`src/sv/dtss_pkg.sv`:
```
// ----------------------------------------------------------------------------
// dtss_pkg
// Shared types and constants for the drum trigger step sequencer.
// ----------------------------------------------------------------------------
`default_nettype none

package dtss_pkg;

  // Sequence length and derived step-word constants
  localparam int STEPS = 16;
  localparam int MASK_W = (STEPS < 16) ? STEPS : 16;
  localparam logic [STEPS-1:0] TOP_STEP = STEPS'(1) << (STEPS - 1);
  localparam logic [STEPS-1:0] RESET_STEP_WORD = TOP_STEP | STEPS'(1);
  localparam logic [STEPS-1:0] DOWNBEAT_BITS = STEPS'(64'h8888_8888_8888_8888);

  // Field widths
  localparam int LINES_W = 5;
  localparam int POS_W   = 16;
  localparam int CNT_W   = 16;
  localparam int LEN_W   = 10;
  localparam int CFG_IDX_W  = 3;
  localparam int CFG_DATA_W = 16;

  localparam logic [CNT_W-1:0] CNT_SAT = '1;

  // Configuration register indexes
  typedef enum logic [CFG_IDX_W-1:0] {
    CFG_KICK_MASK       = 3'd0,
    CFG_SNARE_MASK      = 3'd1,
    CFG_CLOSED_HAT_MASK = 3'd2,
    CFG_OPEN_HAT_MASK   = 3'd3,
    CFG_TRIGGER_LENGTH  = 3'd4,
    CFG_LOCKOUT_LENGTH  = 3'd5,
    CFG_IDLE_LIMIT      = 3'd6,
    CFG_HOLD_LIMIT      = 3'd7
  } cfg_idx_e;

  // Reset values of the configuration registers
  localparam logic [LEN_W-1:0] TRIGGER_LENGTH_RST  = LEN_W'(20);
  localparam logic [LEN_W-1:0] LOCKOUT_LENGTH_RST  = LEN_W'(20);
  localparam logic [CNT_W-1:0] IDLE_LIMIT_RST      = CNT_W'(3000);
  localparam logic [CNT_W-1:0] HOLD_LIMIT_RST      = CNT_W'(500);

  typedef struct packed {
    logic [15:0]      kick_mask;
    logic [15:0]      snare_mask;
    logic [15:0]      closed_hat_mask;
    logic [15:0]      open_hat_mask;
    logic [LEN_W-1:0] trigger_length;
    logic [LEN_W-1:0] lockout_length;
    logic [CNT_W-1:0] idle_limit;
    logic [CNT_W-1:0] hold_limit;
  } cfg_t;

  // One tick item
  typedef struct packed {
    logic clock_edge;
    logic button_level;
  } tick_t;

  // One result item
  typedef struct packed {
    logic [LINES_W-1:0] trigger_lines;
    logic [POS_W-1:0]   step_position;
    logic               reroll_request;
    logic               restarted;
  } result_t;

endpackage : dtss_pkg

`default_nettype wire

```
`src/sv/dtss_cfg_regs.sv`:
```
// ----------------------------------------------------------------------------
// dtss_cfg_regs
// Configuration register file: pattern masks and timing values.
// ----------------------------------------------------------------------------
`default_nettype none

module dtss_cfg_regs
  import dtss_pkg::*;
(
  input  wire logic                  clk_i,
  input  wire logic                  rst_ni,
  input  wire logic                  cfg_valid_i,
  output logic                       cfg_ready_o,
  input  wire logic [CFG_IDX_W-1:0]  cfg_index_i,
  input  wire logic [CFG_DATA_W-1:0] cfg_data_i,
  output cfg_t                       cfg_o
);

  cfg_t cfg_q;

  // Writes are always taken
  assign cfg_ready_o = 1'b1;
  assign cfg_o       = cfg_q;

  // Register write decode
  always_ff @(posedge clk_i or negedge rst_ni) begin
    if (!rst_ni) begin
      cfg_q.kick_mask       <= '0;
      cfg_q.snare_mask      <= '0;
      cfg_q.closed_hat_mask <= '0;
      cfg_q.open_hat_mask   <= '0;
      cfg_q.trigger_length  <= TRIGGER_LENGTH_RST;
      cfg_q.lockout_length  <= LOCKOUT_LENGTH_RST;
      cfg_q.idle_limit      <= IDLE_LIMIT_RST;
      cfg_q.hold_limit      <= HOLD_LIMIT_RST;
    end else if (cfg_valid_i && cfg_ready_o) begin
      unique case (cfg_idx_e'(cfg_index_i))
        CFG_KICK_MASK:       cfg_q.kick_mask       <= cfg_data_i;
        CFG_SNARE_MASK:      cfg_q.snare_mask      <= cfg_data_i;
        CFG_CLOSED_HAT_MASK: cfg_q.closed_hat_mask <= cfg_data_i;
        CFG_OPEN_HAT_MASK:   cfg_q.open_hat_mask   <= cfg_data_i;
        CFG_TRIGGER_LENGTH:  cfg_q.trigger_length  <= cfg_data_i[LEN_W-1:0];
        CFG_LOCKOUT_LENGTH:  cfg_q.lockout_length  <= cfg_data_i[LEN_W-1:0];
        CFG_IDLE_LIMIT:      cfg_q.idle_limit      <= cfg_data_i;
        CFG_HOLD_LIMIT:      cfg_q.hold_limit      <= cfg_data_i;
      endcase
    end
  end

endmodule : dtss_cfg_regs

`default_nettype wire

```
`src/sv/dtss_in_reg.sv`:
```
// ----------------------------------------------------------------------------
// dtss_in_reg
// Input register: holds one tick item until the core takes it.
// ----------------------------------------------------------------------------
`default_nettype none

module dtss_in_reg
  import dtss_pkg::*;
(
  input  wire logic  clk_i,
  input  wire logic  rst_ni,
  input  wire logic  in_valid_i,
  output logic       in_ready_o,
  input  wire tick_t item_i,
  input  wire logic  take_i,
  output logic       valid_o,
  output tick_t      item_o
);

  logic  valid_q;
  logic  valid_d;
  tick_t item_q;
  logic  load;

  // Room when empty or when the held item leaves this cycle
  assign in_ready_o = !valid_q || take_i;
  assign load       = in_valid_i && in_ready_o;
  assign valid_d    = load ? 1'b1 : (take_i ? 1'b0 : valid_q);

  always_ff @(posedge clk_i or negedge rst_ni) begin
    if (!rst_ni) begin
      valid_q <= 1'b0;
    end else begin
      valid_q <= valid_d;
    end
  end

  // Payload, no reset
  always_ff @(posedge clk_i) begin
    if (load) begin
      item_q <= item_i;
    end
  end

  assign valid_o = valid_q;
  assign item_o  = item_q;

endmodule : dtss_in_reg

`default_nettype wire

```
`src/sv/dtss_core.sv`:
```
// ----------------------------------------------------------------------------
// dtss_core
// Sequencer state and the per-tick update: clock lockout, triggers,
// step rotation, button handling and auto-reset.
// ----------------------------------------------------------------------------
`default_nettype none

module dtss_core
  import dtss_pkg::*;
(
  input  wire logic  clk_i,
  input  wire logic  rst_ni,
  input  wire logic  fire_i,
  input  wire tick_t item_i,
  input  wire cfg_t  cfg_i,
  output result_t    result_o
);

  logic [STEPS-1:0]   step_q, step_d;
  logic               pend_q, pend_d;
  logic               lock_q, lock_d;
  logic               trig_q, trig_d;
  logic [LINES_W-1:0] lines_q, lines_d;
  logic [CNT_W-1:0]   tsc_q, tsc_d;
  logic [CNT_W-1:0]   tsa_q, tsa_d;
  logic               prev_q, prev_d;
  logic [CNT_W-1:0]   press_q, press_d;
  logic               accept;
  logic               reroll;
  logic               restart;
  logic [LINES_W-1:0] hits;

  // Trigger hits for the current step
  assign hits = {
    |(step_q[MASK_W-1:0] & cfg_i.open_hat_mask[MASK_W-1:0]),
    |(step_q[MASK_W-1:0] & cfg_i.closed_hat_mask[MASK_W-1:0]),
    |(step_q[MASK_W-1:0] & cfg_i.snare_mask[MASK_W-1:0]),
    |(step_q[MASK_W-1:0] & cfg_i.kick_mask[MASK_W-1:0]),
    |(step_q & DOWNBEAT_BITS)
  };

  assign accept = (pend_q || item_i.clock_edge) && !lock_q;

  // Next-state logic for one tick
  always_comb begin
    reroll  = 1'b0;
    restart = 1'b0;
    step_d  = step_q;
    lock_d  = lock_q;
    trig_d  = trig_q;
    lines_d = lines_q;
    prev_d  = prev_q;
    tsc_d   = (tsc_q == CNT_SAT) ? tsc_q : tsc_q + CNT_W'(1);
    tsa_d   = (tsa_q == CNT_SAT) ? tsa_q : tsa_q + CNT_W'(1);
    press_d = (press_q == CNT_SAT) ? press_q : press_q + CNT_W'(1);
    pend_d  = pend_q || item_i.clock_edge;

    // Accepted clock: fire lines, rotate step
    if (accept) begin
      lines_d = lines_q | hits;
      step_d  = step_q >> 1;
      if (step_d == '0) begin
        step_d = TOP_STEP;
      end
      pend_d = 1'b0;
      lock_d = 1'b1;
      trig_d = 1'b1;
      tsc_d  = '0;
      tsa_d  = '0;
    end

    // Trigger and lockout timeouts
    if (trig_d && (tsc_d > CNT_W'(cfg_i.trigger_length))) begin
      lines_d = '0;
      trig_d  = 1'b0;
    end
    if (lock_d && (tsc_d > CNT_W'(cfg_i.lockout_length))) begin
      lock_d = 1'b0;
    end

    // Button press and release
    if (item_i.button_level != prev_q) begin
      if (!item_i.button_level) begin
        press_d = '0;
      end else if (press_d > cfg_i.hold_limit) begin
        reroll = 1'b1;
      end else begin
        restart = 1'b1;
      end
      prev_d = item_i.button_level;
    end
    if (restart) begin
      step_d = RESET_STEP_WORD;
      pend_d = 1'b0;
      tsa_d  = '0;
    end

    // Auto-reset after a long silence
    if ((tsa_d > cfg_i.idle_limit) && (step_d != RESET_STEP_WORD)) begin
      restart = 1'b1;
      step_d  = RESET_STEP_WORD;
      pend_d  = 1'b0;
      tsa_d   = '0;
    end
  end

  // State registers, updated once per transaction
  always_ff @(posedge clk_i or negedge rst_ni) begin
    if (!rst_ni) begin
      step_q  <= RESET_STEP_WORD;
      pend_q  <= 1'b0;
      lock_q  <= 1'b0;
      trig_q  <= 1'b0;
      lines_q <= '0;
      tsc_q   <= '0;
      tsa_q   <= '0;
      prev_q  <= 1'b1;
      press_q <= '0;
    end else if (fire_i) begin
      step_q  <= step_d;
      pend_q  <= pend_d;
      lock_q  <= lock_d;
      trig_q  <= trig_d;
      lines_q <= lines_d;
      tsc_q   <= tsc_d;
      tsa_q   <= tsa_d;
      prev_q  <= prev_d;
      press_q <= press_d;
    end
  end

  assign result_o.trigger_lines  = lines_d;
  assign result_o.step_position  = POS_W'(step_d);
  assign result_o.reroll_request = reroll;
  assign result_o.restarted      = restart;

  // Step word is one-hot or the two-bit reset step
  a_step_shape: assert property (@(posedge clk_i) disable iff (!rst_ni)
    $onehot(step_q) || (step_q == RESET_STEP_WORD))
    else $error("step word lost its shape");

  // Lines are low whenever no trigger is active
  a_lines_idle: assert property (@(posedge clk_i) disable iff (!rst_ni)
    !trig_q |-> (lines_q == '0))
    else $error("trigger lines high without active trigger");

  // An accepted clock starts the lockout
  a_lockout: assert property (@(posedge clk_i) disable iff (!rst_ni)
    (fire_i && accept) |=> lock_q)
    else $error("accepted clock did not start lockout");

  // A restart leaves the reset step behind
  a_restart: assert property (@(posedge clk_i) disable iff (!rst_ni)
    (fire_i && restart) |=> (step_q == RESET_STEP_WORD) && !pend_q)
    else $error("restart did not reach reset step");

endmodule : dtss_core

`default_nettype wire

```
`src/sv/dtss_out_reg.sv`:
```
// ----------------------------------------------------------------------------
// dtss_out_reg
// Result register: holds one result item until the consumer takes it.
// ----------------------------------------------------------------------------
`default_nettype none

module dtss_out_reg
  import dtss_pkg::*;
(
  input  wire logic    clk_i,
  input  wire logic    rst_ni,
  input  wire logic    load_i,
  input  wire result_t result_i,
  output logic         room_o,
  output logic         out_valid_o,
  input  wire logic    out_ready_i,
  output result_t      result_o
);

  logic    valid_q;
  logic    valid_d;
  result_t result_q;

  // Free when empty or when the held result is taken now
  assign room_o  = !valid_q || out_ready_i;
  assign valid_d = load_i ? 1'b1 : ((valid_q && out_ready_i) ? 1'b0 : valid_q);

  always_ff @(posedge clk_i or negedge rst_ni) begin
    if (!rst_ni) begin
      valid_q <= 1'b0;
    end else begin
      valid_q <= valid_d;
    end
  end

  always_ff @(posedge clk_i) begin
    if (load_i) begin
      result_q <= result_i;
    end
  end

  assign out_valid_o = valid_q;
  assign result_o    = result_q;

endmodule : dtss_out_reg

`default_nettype wire

```
`src/sv/drum_trigger_step_sequencer_top.sv`:
```
// ----------------------------------------------------------------------------
// drum_trigger_step_sequencer_top
// Tick-driven 16-step drum trigger sequencer with lockout, trigger timing,
// button restart / reroll and auto-reset.
// ----------------------------------------------------------------------------
//  channel | handshake               | fields
//  --------+-------------------------+-------------------------------------------------------
//  in      | in_valid_i/in_ready_o   | clock_edge, button_level
//  out     | out_valid_o/out_ready_i | trigger_lines, step_position, reroll_request, restarted
//  cfg     | cfg_valid_i/cfg_ready_o | cfg_index, cfg_data
//
// One tick per cycle while the consumer does not stall the output; each tick passes
// through the input register, then the state update into the result register.
// The throughput is set by the state update in the core.
// Reset is asynchronous active low and puts the sequence at the reset step.
// A stalled output holds its result and backs up the input register; both
// stages refill in the cycle the consumer takes the result.
// ----------------------------------------------------------------------------
`default_nettype none

module drum_trigger_step_sequencer_top
  import dtss_pkg::*;
(
  input  wire logic                  clk_i,
  input  wire logic                  rst_ni,
  input  wire logic                  in_valid_i,
  output logic                       in_ready_o,
  input  wire logic                  clock_edge_i,
  input  wire logic                  button_level_i,
  output logic                       out_valid_o,
  input  wire logic                  out_ready_i,
  output logic [LINES_W-1:0]         trigger_lines_o,
  output logic [POS_W-1:0]           step_position_o,
  output logic                       reroll_request_o,
  output logic                       restarted_o,
  input  wire logic                  cfg_valid_i,
  output logic                       cfg_ready_o,
  input  wire logic [CFG_IDX_W-1:0]  cfg_index_i,
  input  wire logic [CFG_DATA_W-1:0] cfg_data_i
);

  cfg_t    cfg;
  tick_t   in_item;
  tick_t   held_item;
  logic    held_valid;
  logic    out_room;
  logic    fire;
  result_t core_result;
  result_t out_result;

  assign in_item.clock_edge   = clock_edge_i;
  assign in_item.button_level = button_level_i;

  // Core consumes the held tick when the result register has room
  assign fire = held_valid && out_room;

  dtss_cfg_regs u_cfg (
    .clk_i       (clk_i),
    .rst_ni      (rst_ni),
    .cfg_valid_i (cfg_valid_i),
    .cfg_ready_o (cfg_ready_o),
    .cfg_index_i (cfg_index_i),
    .cfg_data_i  (cfg_data_i),
    .cfg_o       (cfg)
  );

  dtss_in_reg u_in (
    .clk_i      (clk_i),
    .rst_ni     (rst_ni),
    .in_valid_i (in_valid_i),
    .in_ready_o (in_ready_o),
    .item_i     (in_item),
    .take_i     (fire),
    .valid_o    (held_valid),
    .item_o     (held_item)
  );

  dtss_core u_core (
    .clk_i    (clk_i),
    .rst_ni   (rst_ni),
    .fire_i   (fire),
    .item_i   (held_item),
    .cfg_i    (cfg),
    .result_o (core_result)
  );

  dtss_out_reg u_out (
    .clk_i       (clk_i),
    .rst_ni      (rst_ni),
    .load_i      (fire),
    .result_i    (core_result),
    .room_o      (out_room),
    .out_valid_o (out_valid_o),
    .out_ready_i (out_ready_i),
    .result_o    (out_result)
  );

  assign trigger_lines_o  = out_result.trigger_lines;
  assign step_position_o  = out_result.step_position;
  assign reroll_request_o = out_result.reroll_request;
  assign restarted_o      = out_result.restarted;

endmodule : drum_trigger_step_sequencer_top

`default_nettype wire

```
`config.mk`:
```
export PLATFORM = sky130hd
export DESIGN_NAME = drum_trigger_step_sequencer_top
export DESIGN_NICKNAME = d
export VERILOG_FILES = /design/src/sv/dtss_pkg.sv /design/src/sv/dtss_cfg_regs.sv /design/src/sv/dtss_in_reg.sv /design/src/sv/dtss_core.sv /design/src/sv/dtss_out_reg.sv /design/src/sv/drum_trigger_step_sequencer_top.sv
export SDC_FILE = /design/constraint.sdc
export NUM_CORES = 1
export LEC_CHECK = 0
export ABC_AREA = 1
export BUFFER_PORTS_ARGS = -buffer_cell sky130_fd_sc_hd__buf_4
export CAP_MARGIN = 20
export CORE_AREA = 2 2 177 179
export CTS_CLUSTER_DIAMETER = 60
export CTS_CLUSTER_SIZE = 40
export DETAILED_ROUTE_END_ITERATION = 16
export DIE_AREA = 0 0 179 181
export PLACE_DENSITY = 0.55
export SLEW_MARGIN = 5
export SYNTH_ARGS = -nofsm -noshare
export SYNTH_HDL_FRONTEND = slang
export SYNTH_HIERARCHICAL = 1
export SYNTH_SLANG_ARGS = --single-unit
```
`constraint.sdc`:
```
create_clock -name clk_i -period 13.4 [get_ports clk_i]
set_clock_uncertainty 0.15 [all_clocks]
set_input_delay 0.67 -clock clk_i [delete_from_list [all_inputs] [get_ports clk_i]]
set_output_delay 0.67 -clock clk_i [all_outputs]
set_load 0.03 [all_outputs]
```
==> results.yml <==
logic_synthesis:
  synthFlopType: "dfrtp_1"
  ys_seq_area_frac: 0.463
  yosys-top-cells-area: "dfrtp_1, nand2_1, edfxtp_1"
  synth_nets: 1605
  yosys.area.top_type: "dfrtp_1"
  yosys_warnings: 6
  synth_top_area_share: 0.357
  synth-edff-count: 25
  synth_seq_cells: 216
  postSynthAreaPerCell_um2: 7.88
  async_flop_share: 0.884
  syn_area_um2: 12000
  synthesis.instances: 1524
  ys_types: 53
floorplan:
  rows: 64
  die_w_um: 179
  start_util: 0.395
  dieArea_um2: 32400
  io_pins: 52
  core_region_area_um2: 30300
  die_h_um: 181
drt:
  first_pass_iters: 5
  drc_errors: 0
  wl_met3_mm: 1.50
  highest-signal-layer: "met4"
  wl_mm: 32.3
  viasPerCell: 5.10
  wl_met2_mm: 15.4
  antenna_left: 0
  vias: 9976
  post_drt_wl_per_cell_um: 16.5
  drt_iter0_drc: 646
  met1Wirelength_mm: 15.0
cells_and_area:
  fillers: 3041
  layout.nets: 1624
  multi_input_area_um2: 5490
  diodes: 0
  final_common_cell: "nand2_1"
  seqCellArea_um2: 5560
  syn2layout_area_growth_pct: 12.7
  fin_cells: 1957
  layout_common_cells: "nand2_1, dfrtp_1, inv_1"
  drive_gt1_frac: 0.116
global_route:
  overflow: 0
  grt_max_degree: 77
  grtUsageTotal: 0.205
  grt_pass1_wl_mm: 52.4
  antenna_found_initial: 0
  grt_pass1_vias: 9577
sta:
  finalSetupTns_ns: 0
  fmax_mhz: 165
  slew_headroom: 0.370
  finalSetupViolCount: 0
  hold_viol_final: 0
  rsz0062_at_grt: "false"
  report.final.slew_viol_count: 0
  tightest_slew_ns: 0.946
  layout_min_cycle_time_ns: 6.06
  fin_crit_sh: 0.452
hold_path:
  hold_start: "button_level_i"
  hold_depth: 1
  worstHoldEndpoint: "u_in/item_o[0]$_DFFE_PP_"
  holdCritPathClass: "in -> reg"
pwr:
  switching_share: 0.376
  internal-power_w: 0.00144
  pwr-share-seq: 0.394
  ir_drop_uv: 102
  leakagePower_nw: 6.82
  power_density_nw_per_um2: 171
  pwr-share-clk: 0.322
  finalPower_w: 0.00231
  comb_power_share: 0.284
  switching_power_w: 0.000867
clocking:
  htreeDepth: 1
  clockRootBuffer: "clkbuf_16"
  clk_latency_ns: 0.56
  postCtsResizedCells: 0
  cts_buffers: 24
  cts.clk_slew.worst_paths_ns: 0.08
  clock_sinks: 216
  cts_tree: "done"
  post-cts-setup-buffers: 0
  clock_path_buffers: 3
critical_path:
  crit_fanout: 35
  reg2reg_to: "u_out/result_o[4]$_DFFE_PP_"
  r2r_setup_slack_ns: 7.34
  arrival_ns: 6.20
  worstSetupStartpointType: "flop"
  critPathLaunch: "u_core/press_q[0]$_DFFE_PN0P_"
  crit_path_max_incr_delay_ns: 0.44
  setup.worst_path.class: "reg -> reg"
  worst_ep_required_time_ns: 13.54
  timing.rr.start: "u_core/press_q[0]$_DFFE_PN0P_"
  cp-end-kind: "flop"
  crit_path_frequent_cell: "nand2_1"
  reg2regPathDepth: 31
  slowest_stage: "nand2_2"
placement:
  port_buffers: 50
  gp_congestion: 0.837
  dp.cells: 1912
  dpl.hpwl_mm: 22.2
status:
  status: "complete, no violations"
run:
  maxCapViolCount: 0
## logic make-up (layout without fill, tap and decap cells)
logic type	after synthesis	in the layout	synth area share
xor+xnor	16	16	0.0117
simple gates	842	842	0.306
other cells	1	1	0.000312
buf+inv	232	269	0.0803
compound gates	162	162	0.0818
flops	216	216	0.463
fa+ha+maj	55	55	0.0573
## flip-flops by register name, indices dropped and copies added (netlist names), 2 cells and up
| name | cells |
|---|---|
| u_cfg/cfg_o | 116 |
| u_core/step_q | 16 |
| u_in/item_o | 2 |
| u_core/lines_q | 5 |
| u_core/tsa_q | 16 |
| u_out/result_o | 23 |
| u_core/press_q | 16 |
| u_core/tsc_q | 16 |
## power groups by stage
stage / Combinational [W] / Sequential [W] / Clock [W]
final: 0.000656 / 0.000911 / 0.000743
after global routing: 0.000754 / 0.000929 / 0.000792
after CTS: 0.000663 / 0.000910 / 0.000763
after detailed placement: 0.000659 / 0.000921 / 0
after global placement: 0.000648 / 0.000921 / 0
after floorplan: 0.000452 / 0.000921 / 0
## per-stage QoR
stage | setup WS, ns | util | hold slack (ns) | cell area (µm²)
2_1_floorplan | 8.68 | - | 0.224 | 12000
3_3_place_gp | 7.59 | 0.415 | 0.302 | 12600
3_5_place_dp | 7.39 | 0.415 | 0.304 | 12600
4_1_cts | 7.37 | 0.446 | 0.127 | 13500
5_1_grt | 6.73 | 0.446 | 0.124 | 13500
6_report | 7.34 | 0.446 | 0.153 | 13500
## final cells by class
class	count	area share
Inverter	166	0.0463
Clock buffer	26	0.0465
Tap cell	396	0.0366
Clock inverter	18	0.0206
Sequential cell	216	0.411
Timing Repair Buffer	59	0.0334
Multi-Input combinational cell	1076	0.406
## routing by layer
layer	vias up	track usage
met3	29	0.0332
met5	-	0
li1	4966	-
met1	4779	0.285
met4	0	0.0410
met2	202	0.337
## timing repair
item / CTS / global route
setup endpoints to repair: 0 / 0
hold buffers: 1 / 0
endpoints found under the hold margin: 47 / 0
## Yosys cell counts (2+ instances only)
master	n
nand2_2	13
a21oi_1	44
a21o_1	4
clkbuf_8	2
nor4_1	7
ha_1	55
nand2_4	2
nor3_2	6
nand2_1	558
a21oi_2	2
nand3b_1	15
buf_4	8
clkbuf_2	5
dfrtp_1	171
nand3_2	4
nand3_1	104
nand4_1	19
a31oi_1	4
xor2_1	14
nor2_4	9
o21ai_0	51
edfxtp_1	25
inv_2	8
inv_1	157
buf_2	21
o31ai_1	2
xnor2_1	2
o21bai_1	2
nor3_1	19
nor2_1	70
buf_1	3
dfstp_2	20
o22ai_1	13
a221oi_1	14
clkbuf_1	26
a22o_1	13
o21ai_1	6
nor2_2	10
o32ai_1	2
## worst max-delay path: cells and delay by family, from the launching register on
family	cells	cell delay [ns]
simple gates	18	2.96
xor+xnor	1	0.21
compound gates	4	0.56
buf+inv	5	0.81
flops	1	0.43
fa+ha+maj	3	0.67
## worst max-delay path by stage
stage / end / slack, ns / cells past startpoint
2_1_floorplan: u_out/result_o[0]$_DFFE_PP_ / 8.68 / 33
3_3_place_gp: u_out/result_o[5]$_DFFE_PP_ / 7.59 / 30
3_5_place_dp: u_out/result_o[8]$_DFFE_PP_ / 7.39 / 31
4_1_cts: u_out/result_o[8]$_DFFE_PP_ / 7.37 / 31
5_1_grt: u_out/result_o[8]$_DFFE_PP_ / 6.73 / 33
6_report: u_out/result_o[4]$_DFFE_PP_ / 7.34 / 31
Note: power is estimated with default switching activity, not from simulation.
